--- src/sv/rotate_point_about_center_core_assert.svh ---
// Assertion macros for the point rotation core
`ifndef ROTATE_POINT_ABOUT_CENTER_CORE_ASSERT_SVH
`define ROTATE_POINT_ABOUT_CENTER_CORE_ASSERT_SVH
// implication checked on every rising clock edge outside reset
`define RPC_ASSERT_IMP(lbl, clk, rstn, a, c) \
    lbl: assert property (@(posedge clk) disable iff (!rstn) (a) |-> (c)) \
        else $error("lbl failed");
// next-cycle implication
`define RPC_ASSERT_NEXT(lbl, clk, rstn, a, c) \
    lbl: assert property (@(posedge clk) disable iff (!rstn) (a) |=> (c)) \
        else $error("lbl failed");
`endif

--- src/sv/rpc_pkg.sv ---
// Types, constants and helpers shared by the point rotation core
package rpc_pkg;
    localparam int CORDIC_STEPS = 18;
    localparam logic signed [31:0] CORDIC_GAIN_Q30 = 32'sd652032874;

    typedef struct packed {
        logic signed [31:0] x;
        logic signed [31:0] y;
        logic signed [33:0] z;
        logic               neg;
    } cordic_t;

    typedef struct packed {
        cordic_t            yaw;
        cordic_t            pitch;
        logic signed [31:0] dx;
        logic signed [31:0] dy;
        logic signed [31:0] dz;
        logic signed [31:0] cx;
        logic signed [31:0] cy;
        logic signed [31:0] cz;
    } cell_data_t;

    function automatic logic signed [33:0] atan_turns(input int i);
        case (i)
            0:  atan_turns = 34'sd536870912;
            1:  atan_turns = 34'sd316933406;
            2:  atan_turns = 34'sd167458907;
            3:  atan_turns = 34'sd85004757;
            4:  atan_turns = 34'sd42667331;
            5:  atan_turns = 34'sd21354465;
            6:  atan_turns = 34'sd10679838;
            7:  atan_turns = 34'sd5340245;
            8:  atan_turns = 34'sd2670163;
            9:  atan_turns = 34'sd1335087;
            10: atan_turns = 34'sd667544;
            11: atan_turns = 34'sd333772;
            12: atan_turns = 34'sd166886;
            13: atan_turns = 34'sd83443;
            14: atan_turns = 34'sd41722;
            15: atan_turns = 34'sd20861;
            16: atan_turns = 34'sd10430;
            17: atan_turns = 34'sd5215;
            default: atan_turns = 34'sd0;
        endcase
    endfunction

    function automatic logic signed [31:0] sat32(input logic signed [65:0] v);
        if (v > 66'sd2147483647)       sat32 = 32'sh7FFFFFFF;
        else if (v < -66'sd2147483648) sat32 = 32'sh80000000;
        else                           sat32 = v[31:0];
    endfunction

    // initial CORDIC vector with quadrant folding
    function automatic cordic_t cordic_init(input logic [15:0] a);
        cordic_t r;
        logic signed [33:0] z;
        z = 34'(signed'({a, 16'h0000}));
        r.neg = 1'b0;
        if (z > 34'sd1073741824) begin
            z = z - 34'sd2147483648;
            r.neg = 1'b1;
        end else if (z < -34'sd1073741824) begin
            z = z + 34'sd2147483648;
            r.neg = 1'b1;
        end
        r.x = CORDIC_GAIN_Q30;
        r.y = '0;
        r.z = z;
        return r;
    endfunction

    function automatic cordic_t cordic_step(input cordic_t c, input int i);
        cordic_t r;
        logic signed [31:0] xs;
        logic signed [31:0] ys;
        xs = c.x >>> i;
        ys = c.y >>> i;
        r = c;
        if (c.z >= 0) begin
            r.x = c.x - ys;
            r.y = c.y + xs;
            r.z = c.z - atan_turns(i);
        end else begin
            r.x = c.x + ys;
            r.y = c.y - xs;
            r.z = c.z + atan_turns(i);
        end
        return r;
    endfunction
endpackage

--- src/sv/rpc_cordic_cell.sv ---
// One CORDIC micro-rotation cell for both angles, with pipeline valid
module rpc_cordic_cell import rpc_pkg::*; #(
    parameter int STEP = 0
) (
    input  logic       aclk,
    input  logic       aresetn,
    input  logic       en,
    input  logic       in_valid,
    input  cell_data_t in_data,
    output logic       out_valid,
    output cell_data_t out_data
);
    logic       valid_reg;
    cell_data_t data_reg;
    cell_data_t data_next;

    always_comb begin
        data_next = in_data;
        data_next.yaw = cordic_step(in_data.yaw, STEP);
        data_next.pitch = cordic_step(in_data.pitch, STEP);
    end

    always_ff @(posedge aclk) begin
        if (!aresetn) begin
            valid_reg <= 1'b0;
        end else if (en) begin
            valid_reg <= in_valid;
        end
        if (en) begin
            data_reg <= data_next;
        end
    end

    assign out_valid = valid_reg;
    assign out_data = data_reg;
endmodule

--- config.mk ---
export PLATFORM = sky130hd
export DESIGN_NAME = rpc_cordic_cell
export DESIGN_NICKNAME = d
export VERILOG_FILES = /design/src/sv/rotate_point_about_center_core_assert.svh /design/src/sv/rpc_pkg.sv /design/src/sv/rpc_cordic_cell.sv
export SDC_FILE = /design/constraint.sdc
export NUM_CORES = 1
export LEC_CHECK = 0
export BUFFER_PORTS_ARGS = -buffer_cell sky130_fd_sc_hd__buf_4
export CAP_MARGIN = 15
export CORE_AREA = 4 4 308 310
export DETAILED_ROUTE_END_ITERATION = 12
export DIE_AREA = 0 0 312 314
export MAX_ROUTING_LAYER = met4
export SYNTH_ARGS = -nofsm -noshare
export SYNTH_HDL_FRONTEND = slang
export SYNTH_SLANG_ARGS = --single-unit
--- constraint.sdc ---
create_clock -name aclk -period 3.4 [get_ports aclk]
set_input_delay 0.68 -clock aclk [delete_from_list [all_inputs] [get_ports aclk]]
set_output_delay 0.68 -clock aclk [all_outputs]
set_load 0.005 [all_outputs]
Yosys cells after proc, flatten, opt, wreduce, memory -nomap -nowiden:

Index checks and enable logic that the tools add are counted.

* register bits: 391

* $add $sub $neg: 10
* $lt $le $gt $ge: 2
* multiplexer cells: 6

Operators with widths (count)
* two-way mux 98 bit: 2
* two-way mux 34 bit: 4
* subtractor 32 bit: 4
* adder 34 bit: 2
* >= comparator 34 x 1 -> 1 bit, second input constant: 2
* subtractor 34 bit: 2
* adder 32 bit: 2

Depth between registers and ports, before layout:

Gate-level depths: netlist (run 1).

* word-level depth: 4
* mapped depth: 15
* depth with buffers taken out: 13

Least setup slack after synthesis (run 1):

OpenSTA, ideal clock, no wires.

* kind: input-to-reg
* start point: input in_data[227] (netlist name)
* end point: register data_reg, in the netlist out_data[257] (data pin)
* library setup time: 264 ps
* arrival: 3068 ps
* data required time: 3136 ps
* setup slack: 68 ps
* cell stages on the path: 12
* cells stage by stage: inv_1 ha_1 fa_1 o221ai_2 a21oi_2 o311a_1 o41ai_4 a41o_1 a21oi_1 nand3b_1 a22o_1 xnor2_1

RTL lines
* start: declaration: RTL line rpc_cordic_cell.sv:9 `input cell_data_t in_data,`
* end signal: assignment: RTL line rpc_cordic_cell.sv:30 `data_reg <= data_next;`
* end: declaration: RTL line rpc_cordic_cell.sv:14 `cell_data_t data_reg;`

==> impl_summary.txt, run 1 <==
----------------------------------------------------
[Timing]
  Worst Setup Slack, final ... 0.1354 ns
  Worst Clk Skew ... 0 ns
  Period minus WS final ... between 3 and 4 ns
  Count of endpoints failing hold in the final timing report ... 0
  Number of max-slew violations in the final report ... 0
  Final setup TNS ... 0 ns
  Headroom to the max-slew limit ... between 50% and 60%
  Worst Max-Slew Pin Slew ... roughly 0.66 ns
  Highest attainable clock frequency ... roughly 0.31 GHz
  Period Utilization, post-route ... 96.02%
  Minimum hold slack ... approximately 0.23 ns
  # setup viols final ... 0
  Setup repair after global routing missed its margin ... no

[Drt]
  DR WL/cell ... between 20 and 25 µm
  Post-Route WL ... roughly 110000 µm
  First-pass detailed-route iteration total ... 6
  Post-route ant nets ... 0
  Count of vias placed by the detailed router ... between 20000 and 25000
  DRC violations left ... 0
  Via-to-Cell Ratio ... around 4.7
  Initial drt markers ... 2100

[Clock network]
  Clock buffer count from CTS ... between 40 and 50
  Post-CTS Setup Bufs ... 0
  Number of levels the H-tree was split into ... 2
  Clock latency on the worst-skew pair ... a little over 0.6 ns
  Number of gates given a new drive strength after cts ... 0
  Number of buffers on the longest clock path ... 3
  Buffer type at the clock tree root ... sky130_fd_sc_hd__clkbuf_16
  Clock edge transition at the registers on the reported setup and hold paths ... 0.06 ns
  CTS tree ... done
  Clk sink count ... 389
  Post-CTS Hold Fix Bufs ... 0

[Synth]
  Synth Register Bits ... approximately 390
  Post-synth top area cell ... sky130_fd_sc_hd__edfxtp_1
  Top area cells in the synthesized netlist ... sky130_fd_sc_hd__edfxtp_1 51%, sky130_fd_sc_hd__ha_1 12%, sky130_fd_sc_hd__a21oi_1 5.3%, sky130_fd_sc_hd__xnor2_1 4.5%, sky130_fd_sc_hd__inv_1 3.0%
  Number of library cell types mapped by synthesis ... 87
  Number of flops mapped to enable cells by yosys ... between 300 and 400
  Mean cell area of the mapped netlist ... between 10 and 15 µm²
  Yosys warning total ... 0
  Mapped Cells ... a little over 2000
  Mapped cell area ... 0.02278 mm²
  Prevailing post-synth register cell ... sky130_fd_sc_hd__edfxtp_1
  Ys async rst share ... 0%
  Post-synthesis net count ... around 2700
  Share of the synthesized area in the top cell type ... approximately 50%
  Sequential area share after synthesis ... 51.24%

[Hold path]
  Hold endpoint ... out_data[164]
  Hold Path Class ... in2reg
  Hold Path Stages ... 1
  Hold Crit Start ... in_data[164]

[Power]
  Worst-case vdd ir drop ... 0.3935 mV
  Portion of total power attributed to combinational logic ... between 20% and 30%
  Power density relative to cell area ... roughly 470 mW/mm²
  Static leakage ... around 15 nW
  Clk pwr share ... ~34%
  Internal power of the cells ... approximately 11 mW
  Switching power share of the total ... between 20% and 30%
  Part of the power in registers ... 38.6%
  Switching component of the power ... 4.818 mW

[Placed design]
  Final GP Congestion ... 0.9708
  Hpwl dp ... 90030 µm
  Post-Place Cells ... roughly 4300
  Post-Place Setup Slack ... -0.4595 ns
  Placed Instance Area ... between 0.03 and 0.04 mm²
  Count of input and output buffers ... about 780

[Global route]
  Maximum number of pins on one net before global-route repair ... 67
  Wire length of the first global-routing pass ... 149800 µm
  Global routing usage summed across all routing layers ... 21.46%
  Sum of overflow across all layers after global routing ... 0
  Antenna violations before repair ... 24
  Number of global-route vias before repair ... ~21000

[Critical path]
  WP data arrival ... ~3.6 ns
  Setup crit start kind ... input pin
  Cell count of the worst reg-to-reg path ... 2
  Setup slack on the worst flop-to-flop path ... between 2 and 3 ns
  Biggest fanout along the worst timing path ... 3
  Data required, critical path ... between 3 and 4 ns
  Endpoint of the worst register-to-register path ... out_valid
  Kind of end point of the critical path ... flop
  Worst flop-to-flop path startpoint ... out_valid
  Critical path type ... in2reg

[Layout]
  Synth-to-Final Area Change ... 51.77%
  Final standard cell area without fillers ... about 0.035 mm²
  Final instance count without filler cells ... roughly 4400
  Proportion of layout cells with a drive suffix above 1 ... between 30% and 40%
  Final nets ... approximately 3800

[Die]
  Area inside the core boundary ... a little over 0.09 mm²
  Die area ... around 0.1 mm²
  Standard-cell row count ... between 100 and 150
  Die Wd ... 312 µm
  Total I/O pin count ... slightly below 800
  Initial Util ... between 20% and 30%
  Vert. Die Dim ... between 300 and 400 µm

[Outcome]
  Result of the run ... finished, final reports clean

[Run]
  Maxcap violations ... 0

----------------------------------------------------
[cells by family (layout without fill, tap and decap cells)]
kind of cell / Yosys count / count (layout) / synth area share, %
other: 0 / 15 / 0
adders and majority gates: 218 / 218 / 12.24
DFF: 389 / 389 / 51.24
xor gates and xnor gates: 128 / 128 / 4.922
muxes: 32 / 32 / 1.406
AOI/OAI and AO/OA: 582 / 582 / 16.32
and+or+nand+nor: 424 / 424 / 8.976
buffers and inverters: 286 / 1462 / 4.895
[cell usage after synthesis, types with 22 or more instances]
library cell                 n
sky130_fd_sc_hd__a21o_1     35
sky130_fd_sc_hd__a21oi_1   240
sky130_fd_sc_hd__clkbuf_1   46
sky130_fd_sc_hd__edfxtp_1  388
sky130_fd_sc_hd__ha_1      210
sky130_fd_sc_hd__inv_1     184
sky130_fd_sc_hd__mux2i_1    32
sky130_fd_sc_hd__nand2_1    79
sky130_fd_sc_hd__nand4_1    24
sky130_fd_sc_hd__nor2_1    159
sky130_fd_sc_hd__nor3_1     32
sky130_fd_sc_hd__nor4_1     22
sky130_fd_sc_hd__o21ai_0    70
sky130_fd_sc_hd__o21ai_1    24
sky130_fd_sc_hd__o21bai_1   44
sky130_fd_sc_hd__xnor2_1   117
[cell usage in the layout, fill, tap and decap left out, drive strengths merged, types with 9 or more instances in the layout]
| cell type | instances |
|---|---|
| o21bai | 45 |
| or3 | 9 |
| o211ai | 13 |
| and2 | 9 |
| nor4 | 22 |
| o21a | 9 |
| o31a | 10 |
| diode | 15 |
| inv | 206 |
| xor2 | 11 |
| edfxtp | 388 |
| nor3 | 33 |
| a211oi | 15 |
| nand3 | 22 |
| nand2 | 79 |
| buf | 1169 |
| nand4 | 24 |
| xnor2 | 117 |
| nand2b | 19 |
| nor2 | 159 |
| clkinv | 23 |
| a21oi | 243 |
| mux2i | 32 |
| a21o | 35 |
| o21ai | 94 |
| clkbuf | 53 |
| a31oi | 14 |
| o31ai | 23 |
| nor2b | 17 |
| ha | 210 |
[sequential cells by signal, summed over array words and instances (netlist names)]
name       cells
out_data     388
out_valid      1
[area by class of cell]
| class | instances | area [µm²] |
|---|---|---|
| antenna | 15 | 37.54 |
| clock buffer | 53 | 1220 |
| clock inverter | 35 | 454.2 |
| fill | 9203 | 57090 |
| inverter | 205 | 769.5 |
| multi-input combinational | 1384 | 10010 |
| sequential | 389 | 11670 |
| tap | 1186 | 1484 |
| timing repair buffer | 1169 | 8921 |
[metrics by stage]
stage / utilization (%) / power [mW]
global route: 37.71 / 16.87
finish: 37.71 / 16.16
detailed placement: 35.84 / 10.72
CTS: 37.67 / 16.33
global placement: 35.84 / 10.74
floorplan: - / 7.854
[power groups by stage]
stage / sequential [mW] / clock, mW / combinational, mW
2_1_floorplan: 6.25 / 0 / 1.60
3_3_place_gp: 6.33 / 0 / 4.41
3_5_place_dp: 6.32 / 0 / 4.40
4_1_cts: 6.24 / 5.67 / 4.42
5_1_grt: 6.28 / 5.86 / 4.73
6_report: 6.23 / 5.52 / 4.42
[routing by layer]
metal	share of wire [%]	global-route usage, %	vias up
met5	0	-	-
met3	6.8	4.338	114
met4	2.3	5.273	0
li1	-	-	9769
met2	48	35.29	914
met1	43	27.25	10190
[critical path, stage by stage]
cell	delay, ns
sky130_fd_sc_hd__buf_4	0.12
sky130_fd_sc_hd__ha_1	0.22
sky130_fd_sc_hd__fa_1	0.40
sky130_fd_sc_hd__nor3b_1	0.17
sky130_fd_sc_hd__o31ai_1	0.36
sky130_fd_sc_hd__nand3_1	0.21
sky130_fd_sc_hd__nand3_1	0.22
sky130_fd_sc_hd__a31oi_2	0.17
sky130_fd_sc_hd__a2111oi_4	0.43
sky130_fd_sc_hd__o41ai_1	0.16
sky130_fd_sc_hd__a21oi_1	0.22
sky130_fd_sc_hd__mux2i_1	0.12
sky130_fd_sc_hd__xnor2_1	0.13
[how the worst max path moves through the flow]
stage | from | to | slack [ns] | cells past startpoint
final | in_data[326] | out_data[388] | 0.14 | 13
after floorplan | in_data[227] | out_data[257] | 0.07 | 12
after CTS | in_data[227] | out_data[251] | 0.23 | 14
after global routing | in_data[227] | out_data[251] | 0.01 | 14
after global placement | in_data[332] | out_data[356] | -0.47 | 14
after detailed placement | in_data[227] | out_data[251] | -0.46 | 14
Note: power is estimated with default switching activity, not from simulation.
==> run 2: changes to the inputs <==
- CELL_PAD_IN_SITES_DETAIL_PLACEMENT: unset -> 1
- CELL_PAD_IN_SITES_GLOBAL_PLACEMENT: unset -> 1
- CORE_AREA: 4 4 308 310 -> 4 4 301 303
- DIE_AREA: 0 0 312 314 -> 0 0 305 307
- PLACE_DENSITY_LB_ADDON: unset -> 0.1
==> run 2 against run 1 <==
Net effect: cell area up 0.89%; die area down 4.4%; clock power grew 3%; critical endpoint unchanged; largest power group unchanged.
==> impl_summary.txt, run 2 (synthesis results as in run 1) <==
----------------------------------------------------
[Outcome]
  Result of the run ... finished, final reports clean

[Timing]
  Period Utilization, post-route ... 96.76% (+0.74 points)
  Highest attainable clock frequency ... 0.3040 GHz (-0.77%)
  Setup repair after global routing missed its margin ... no
  Number of max-slew violations in the final report ... 0 (unchanged)
  Worst Clk Skew ... 0 ns (unchanged)
  Final setup TNS ... 0 ns (unchanged)
  # setup viols final ... 0 (unchanged)
  Headroom to the max-slew limit ... 55.78% (+0.27 points)
  Worst Max-Slew Pin Slew ... 0.6602 ns (-0.002343 ns)
  Count of endpoints failing hold in the final timing report ... 0 (unchanged)
  Period minus WS final ... 3.290 ns (+0.02520 ns)

[Critical path]
  Chain of cells forming the critical path ... buf_4 > inv_1 > ha_1 > buf_4 > or4_1 > nor3_2 > a21oi_1 > a31oi_2 > a2111oi_4 > o41ai_1 > a21oi_1 > mux2i_1 > xnor2_1
  Biggest fanout along the worst timing path ... 7 (+4)
  Critical path type ... in2reg
  Master of the slowest instance on the critical path ... sky130_fd_sc_hd__or4_1
  WP data arrival ... 3.63 ns (about the same)
  Dominant delay contributor by cell family on the critical path ... compound AO/OA/AOI/OAI gates
  Crit path buf inv count ... 3 (+2)
  Kind of end point of the critical path ... flop
  Data required, critical path ... 3.74 ns (about the same)
  Critical Path Max Stage Delay ... 0.58 ns (+0.15 ns)
  Setup crit start kind ... input pin

[Placed design]
  Final GP Congestion ... 0.9420 (-3.0%)
  Count of input and output buffers ... 784 (unchanged)
  Placed Instance Area ... 0.03307 mm² (+0.65%)
  Post-Place Cells ... 4339 (+0.14%)
  Hpwl dp ... 100500 µm (+12%)

[Global route]
  Antenna violations before repair ... 22 (-8.3%)
  Maximum number of pins on one net before global-route repair ... 86 (+28%)
  Global routing usage summed across all routing layers ... 25.20% (+3.7 points)
  Sum of overflow across all layers after global routing ... 0 (unchanged)
  Wire length of the first global-routing pass ... 166600 µm (+11%)
  Number of global-route vias before repair ... 22560 (+8.7%)

[Die]
  Vert. Die Dim ... 307 µm (-2.2%)
  Die area ... 0.09364 mm² (-4.4%)
  Standard-cell row count ... 109 (-1.8%)
  Area inside the core boundary ... 0.08797 mm² (-4.0%)
  Total I/O pin count ... 785 (unchanged)
  Initial Util ... 25.89% (+1.0 points)
  Die Wd ... 305 µm (-2.2%)

[Power]
  Worst-case vdd ir drop ... 0.3629 mV (-7.8%)
  Total power draw ... 16.47 mW (+1.9%)
  Portion of total power attributed to combinational logic ... 27.9% (+0.6 points)
  Static leakage ... 15.67 nW (+1.2%)
  Switching component of the power ... 4.929 mW (+2.3%)
  Switching power share of the total ... 29.92% (+0.12 points)
  Clk pwr share ... 34.7% (+0.6 points)
  Part of the power in registers ... 37.4% (-1.2 points)
  Power density relative to cell area ... 472.3 mW/mm² (+1.0%)
  Internal power of the cells ... 11.54 mW (+1.7%)

[Clock network]
  Clk sink count ... 389 (unchanged)
  Buffer type at the clock tree root ... sky130_fd_sc_hd__clkbuf_16
  Post-CTS Hold Fix Bufs ... 0 (unchanged)
  Number of gates given a new drive strength after cts ... 0 (unchanged)
  Clock buffer count from CTS ... 50 (+4.2%)
  Post-CTS Setup Bufs ... 0 (unchanged)
  Clock edge transition at the registers on the reported setup and hold paths ... 0.05 ns (about the same)
  Number of levels the H-tree was split into ... 2 (unchanged)
  CTS tree ... done
  Clock latency on the worst-skew pair ... 0.61 ns (about the same)
  Number of buffers on the longest clock path ... 3 (unchanged)

[Drt]
  First-pass detailed-route iteration total ... 5 (-1)
  Initial drt markers ... 1215 (-42%)
  Via-to-Cell Ratio ... 4.710 (-0.46%)
  Post-Route WL ... 119400 µm (+11%)
  Post-route ant nets ... 0 (unchanged)
  Met1 Wirelength ... 47750 µm (+4.0%)
  Count of vias placed by the detailed router ... 20960 (-0.15%)
  Sum of met2 wire segment lengths after detailed routing ... 57060 µm (+9.9%)
  Met3 Routed Length ... 10700 µm (+47%)
  DRC violations left ... 0 (unchanged)
  Highest signal layer in the routed design ... met4
  DR WL/cell ... 26.84 µm (+11%)

[Layout]
  Synth-to-Final Area Change ... 53.12%
  Final standard cell area without fillers ... 0.03488 mm² (+0.89%)
  Most common cell after layout, fill and taps aside ... sky130_fd_sc_hd__buf_4
  Final nets ... 3838 (+0.76%)
  Most frequent cells in the layout ... 1181 x sky130_fd_sc_hd__buf_4, 388 x sky130_fd_sc_hd__edfxtp_1, 238 x sky130_fd_sc_hd__a21oi_1
  Core Util, Final ... 39.65% (+1.9 points)
  Max reg flops ... 388 (unchanged)
  Final instance count without filler cells ... 4450 (+0.32%)
  Proportion of layout cells with a drive suffix above 1 ... 40.54% (+0.66 points)

[Run]
  Maxcap violations ... 0 (unchanged)

[Hold path]
  Hold Path Class ... in2reg

----------------------------------------------------
-- run 2: cell types whose count changed in the layout (fill, tap and decap cells not counted), sizes merged --
cell	change
buf	+27
clkbuf	+8
clkinv	-3
clkinvlp	+1
diode	+4
inv	-2
-- run 2: worst paths after layout --
path / endpoint / cells past startpoint / startpoint / slack, ns
setup / recovery: out_data[388] / 13 / in_data[342] / 0.11
hold / removal: out_data[124] / 1 / in_data[124] / 0.23
setup reg to reg: out_valid / 2 / out_valid / 2.81
hold reg to reg: out_valid / 2 / out_valid / 0.52
-- run 2: per-layer routing --
metal,up-vias,GRT usage (%)
met5,-,-
met1,10350,28.83
met4,0,9.507
met3,132,9.174
met2,651,40.56
li1,9824,-
-- run 2: power by group through the flow --
stage / combinational (mW) / clock [mW] / sequential [mW]
2_1_floorplan: 1.60 / 0 / 6.25
3_3_place_gp: 4.60 / 0 / 6.25
3_5_place_dp: 4.63 / 0 / 6.25
4_1_cts: 4.66 / 5.90 / 6.17
5_1_grt: 4.97 / 6.10 / 6.20
6_report: 4.60 / 5.71 / 6.16
-- run 2: worst reg2reg max path, delay by kind of cell, from the launching register on --
| family | cells | cell delay, ns |
|---|---|---|
| flip-flops | 1 | 0.31 |
| AND/OR/NAND/NOR | 1 | 0.06 |
| multiplexers | 1 | 0.12 |
-- run 2: cell type report --
cell class              count  area (µm²)
clock buffers              61        1333
inverters                 205       769.5
fillers                  9909       53090
flip-flops and latches    389       11670
diodes                     19       47.55
repair buffers           1196        9161
well taps                1165        1458
clock inverters            31       402.9
multi-input cells        1384       10030
-- run 2: metrics by stage --
stage | setup slack (ns) | hold WS (ns)
5_1_grt | 0.01004 | 0.2025
6_report | 0.1102 | 0.2340
2_1_floorplan | 0.06818 | 0.5073
3_3_place_gp | -0.5830 | 0.5043
4_1_cts | 0.06321 | 0.1828
3_5_place_dp | -0.5669 | 0.5056
==> run 3: changes to the inputs <==
==> constraint.sdc (replaced) <==
create_clock -name aclk -period 3.4 [get_ports aclk]
set_input_delay 0.17 -clock aclk [delete_from_list [all_inputs] [get_ports aclk]]
set_output_delay 0.17 -clock aclk [all_outputs]
set_load 0.005 [all_outputs]
==> run 3 against run 2 <==
Net effect: power shrank 2.9%; combinational power shrank 2%; worst hold slack lost 0.19 ns; count of clock-buffer cells in the layout is the same; global-route usage shrank 0.23 points; sequential power is essentially flat; highest routed layer unchanged; critical path depth grew 1.
==> impl_summary.txt, run 3 (synthesis results as in run 1) <==
----------------------------------------------------
[Drt]
  Count of vias placed by the detailed router ... 21230 (+1.3%)
  DR WL/cell ... 26.71 µm (-0.50%)
  Post-route ant nets ... 0 (unchanged)
  Post-Route WL ... 118800 µm (-0.55%)
  First-pass detailed-route iteration total ... 5 (unchanged)
  Via-to-Cell Ratio ... 4.773 (+1.3%)
  Initial drt markers ... 1279 (+5.3%)
  DRC violations left ... 0 (unchanged)

[Critical path]
  Setup crit start kind ... input pin
  Data required, critical path ... 3.77 ns (+0.03 ns)
  Critical path type ... in2reg
  Biggest fanout along the worst timing path ... 3 (-4)
  Kind of end point of the critical path ... flop
  WP data arrival ... 3.64 ns (about the same)

[Layout]
  Proportion of layout cells with a drive suffix above 1 ... 32.11% (-8.4 points)
  Most frequent cells in the layout ... 923 x sky130_fd_sc_hd__buf_4, 388 x sky130_fd_sc_hd__edfxtp_1, 264 x sky130_fd_sc_hd__dlygate4sd3_1
  Max reg flops ... 388 (unchanged)
  Synth-to-Final Area Change ... 55.19%
  Most common cell after layout, fill and taps aside ... sky130_fd_sc_hd__buf_4
  Final nets ... 3842 (+0.10%)
  Final instance count without filler cells ... 4448 (-0.045%)
  Final standard cell area without fillers ... 0.03535 mm² (+1.3%)

[Placed design]
  Count of input and output buffers ... 784 (unchanged)
  Post-Place Setup Slack ... -0.1280 ns (+0.4390 ns)
  Post-Place Cells ... 4078 (-6.0%)
  Final GP Congestion ... 0.9126 (-3.1%)
  Hpwl dp ... 96290 µm (-4.2%)
  Placed Instance Area ... 0.03107 mm² (-6.0%)

[Hold path]
  Hold Path Class ... in2reg

[Clock network]
  Buffer type at the clock tree root ... sky130_fd_sc_hd__clkbuf_16
  Number of levels the H-tree was split into ... 2 (unchanged)
  CTS tree ... done
  Number of buffers on the longest clock path ... 3 (unchanged)
  Clock edge transition at the registers on the reported setup and hold paths ... 0.06 ns (about the same)
  Clock buffer count from CTS ... 51 (+2.0%)
  Post-CTS Setup Bufs ... 0 (unchanged)
  Clock latency on the worst-skew pair ... 0.60 ns (about the same)
  Clk sink count ... 389 (unchanged)

[Timing]
  Minimum hold slack ... 0.04615 ns (-0.1879 ns)
  Period minus WS final ... 3.277 ns (-0.01295 ns)
  Number of max-slew violations in the final report ... 0 (unchanged)
  Worst Setup Slack, final ... 0.1232 ns (+0.01295 ns)
  # setup viols final ... 0 (unchanged)
  Count of endpoints failing hold in the final timing report ... 0 (unchanged)
  Period Utilization, post-route ... 96.38% (-0.38 points)
  Worst Max-Slew Pin Slew ... 0.9080 ns (+0.2478 ns)
  Highest attainable clock frequency ... 0.3052 GHz (+0.40%)
  Final setup TNS ... 0 ns (unchanged)
  Setup repair after global routing missed its margin ... no
  Headroom to the max-slew limit ... 39.47% (-16 points)
  Worst Clk Skew ... 0 ns (unchanged)

[Global route]
  Number of global-route vias before repair ... 22650 (+0.39%)
  Sum of overflow across all layers after global routing ... 0 (unchanged)
  Wire length of the first global-routing pass ... 166900 µm (+0.18%)
  Antenna violations before repair ... 17 (-23%)
  Global routing usage summed across all routing layers ... 24.97% (-0.23 points)
  Maximum number of pins on one net before global-route repair ... 75 (-13%)

[Power]
  Power density relative to cell area ... 452.3 mW/mm² (-4.2%)
  Static leakage ... 15.43 nW (-1.5%)
  Worst-case vdd ir drop ... 0.3507 mV (-3.4%)

[Die]
  Vert. Die Dim ... 307 µm (unchanged)
  Die area ... 0.09364 mm² (unchanged)
  Standard-cell row count ... 109 (unchanged)
  Die Wd ... 305 µm (unchanged)
  Total I/O pin count ... 785 (unchanged)
  Initial Util ... 25.89% (unchanged)
  Area inside the core boundary ... 0.08797 mm² (unchanged)

[Run]
  Maxcap violations ... 0 (unchanged)

[Outcome]
  Result of the run ... finished, final reports clean

----------------------------------------------------
==> run 3: cell count changes in the layout (fill, tap and decap cells not counted), moves of 3 or more <==
cell	change
sky130_fd_sc_hd__dlygate4sd3_1	+264
sky130_fd_sc_hd__diode_2	-3
sky130_fd_sc_hd__bufinv_16	-5
sky130_fd_sc_hd__clkinv_1	+6
sky130_fd_sc_hd__buf_12	-3
sky130_fd_sc_hd__clkbuf_8	-4
sky130_fd_sc_hd__buf_4	-258
sky130_fd_sc_hd__clkinv_2	+4
sky130_fd_sc_hd__clkinv_4	-4
==> run 3: cell type report <==
| class | count | area, µm² |
|---|---|---|
| Multi-Input combinational cell | 1384 | 10010 |
| Inverter | 205 | 770.7 |
| Timing Repair Buffer | 1199 | 9807 |
| Clock buffer | 61 | 1335 |
| Sequential cell | 389 | 11670 |
| Tap cell | 1165 | 1458 |
| Fill cell | 9733 | 52620 |
| Antenna cell | 16 | 40.04 |
| Clock inverter | 29 | 254.0 |
==> run 3: power breakdown <==
group / switching (mW) / leakage (nW) / internal (mW)
clock: 2.29 / 0.774 / 3.02
combinational: 2.40 / 10.9 / 2.10
sequential: 0.226 / 3.81 / 5.95
total: 4.91 / 15.4 / 11.1
==> run 3: worst max-delay path, stage by stage <==
cell and delay [ns]:
sky130_fd_sc_hd__dlygate4sd3_1 0.55, sky130_fd_sc_hd__buf_4 0.15, sky130_fd_sc_hd__ha_1 0.23, sky130_fd_sc_hd__fa_1 0.44
sky130_fd_sc_hd__o221ai_2 0.26, sky130_fd_sc_hd__a21oi_2 0.10, sky130_fd_sc_hd__o311a_1 0.39, sky130_fd_sc_hd__o41ai_4 0.29
sky130_fd_sc_hd__buf_4 0.17, sky130_fd_sc_hd__a41o_1 0.23, sky130_fd_sc_hd__a21oi_1 0.12, sky130_fd_sc_hd__nand3b_1 0.20
sky130_fd_sc_hd__a22o_1 0.21, sky130_fd_sc_hd__xnor2_1 0.12
==> run 3: through the flow <==
step | utilization [%] | total power [mW]
CTS | 40.13 | 16.21
global route | 40.18 | 16.74
finish | 40.18 | 15.99
detailed placement | 35.32 | 10.48
global placement | 35.32 | 10.47
floorplan | - | 7.854
==> run 3: timing repair <==
action / 4_1_cts / 5_1_grt
setup endpoints to repair: 0 / 4
resized for setup: 0 / 2
endpoints found under the hold margin: 261 / 0
hold buffers: 264 / 0
==> run 3: worst paths after layout <==
kind / startpoint / endpoint / slack (ns) / cells after the start
worst max-delay path: in_data[259] / out_data[257] / 0.12 / 14
worst min-delay path: en / out_data[377] / 0.05 / 1
worst max register to register: out_valid / out_valid / 2.26 / 3
worst min register to register: out_valid / out_valid / 1.06 / 3
==> run 3: routing by layer <==
layer	wire [µm]	part of all wire, %	up-vias	global-route usage [%]
met2	56010	47	704	40.18
met5	0	0	-	-
li1	-	-	9819	-
met1	48700	41	10570	29.51
met3	9876	8.3	136	8.161
met4	4204	3.5	0	8.532
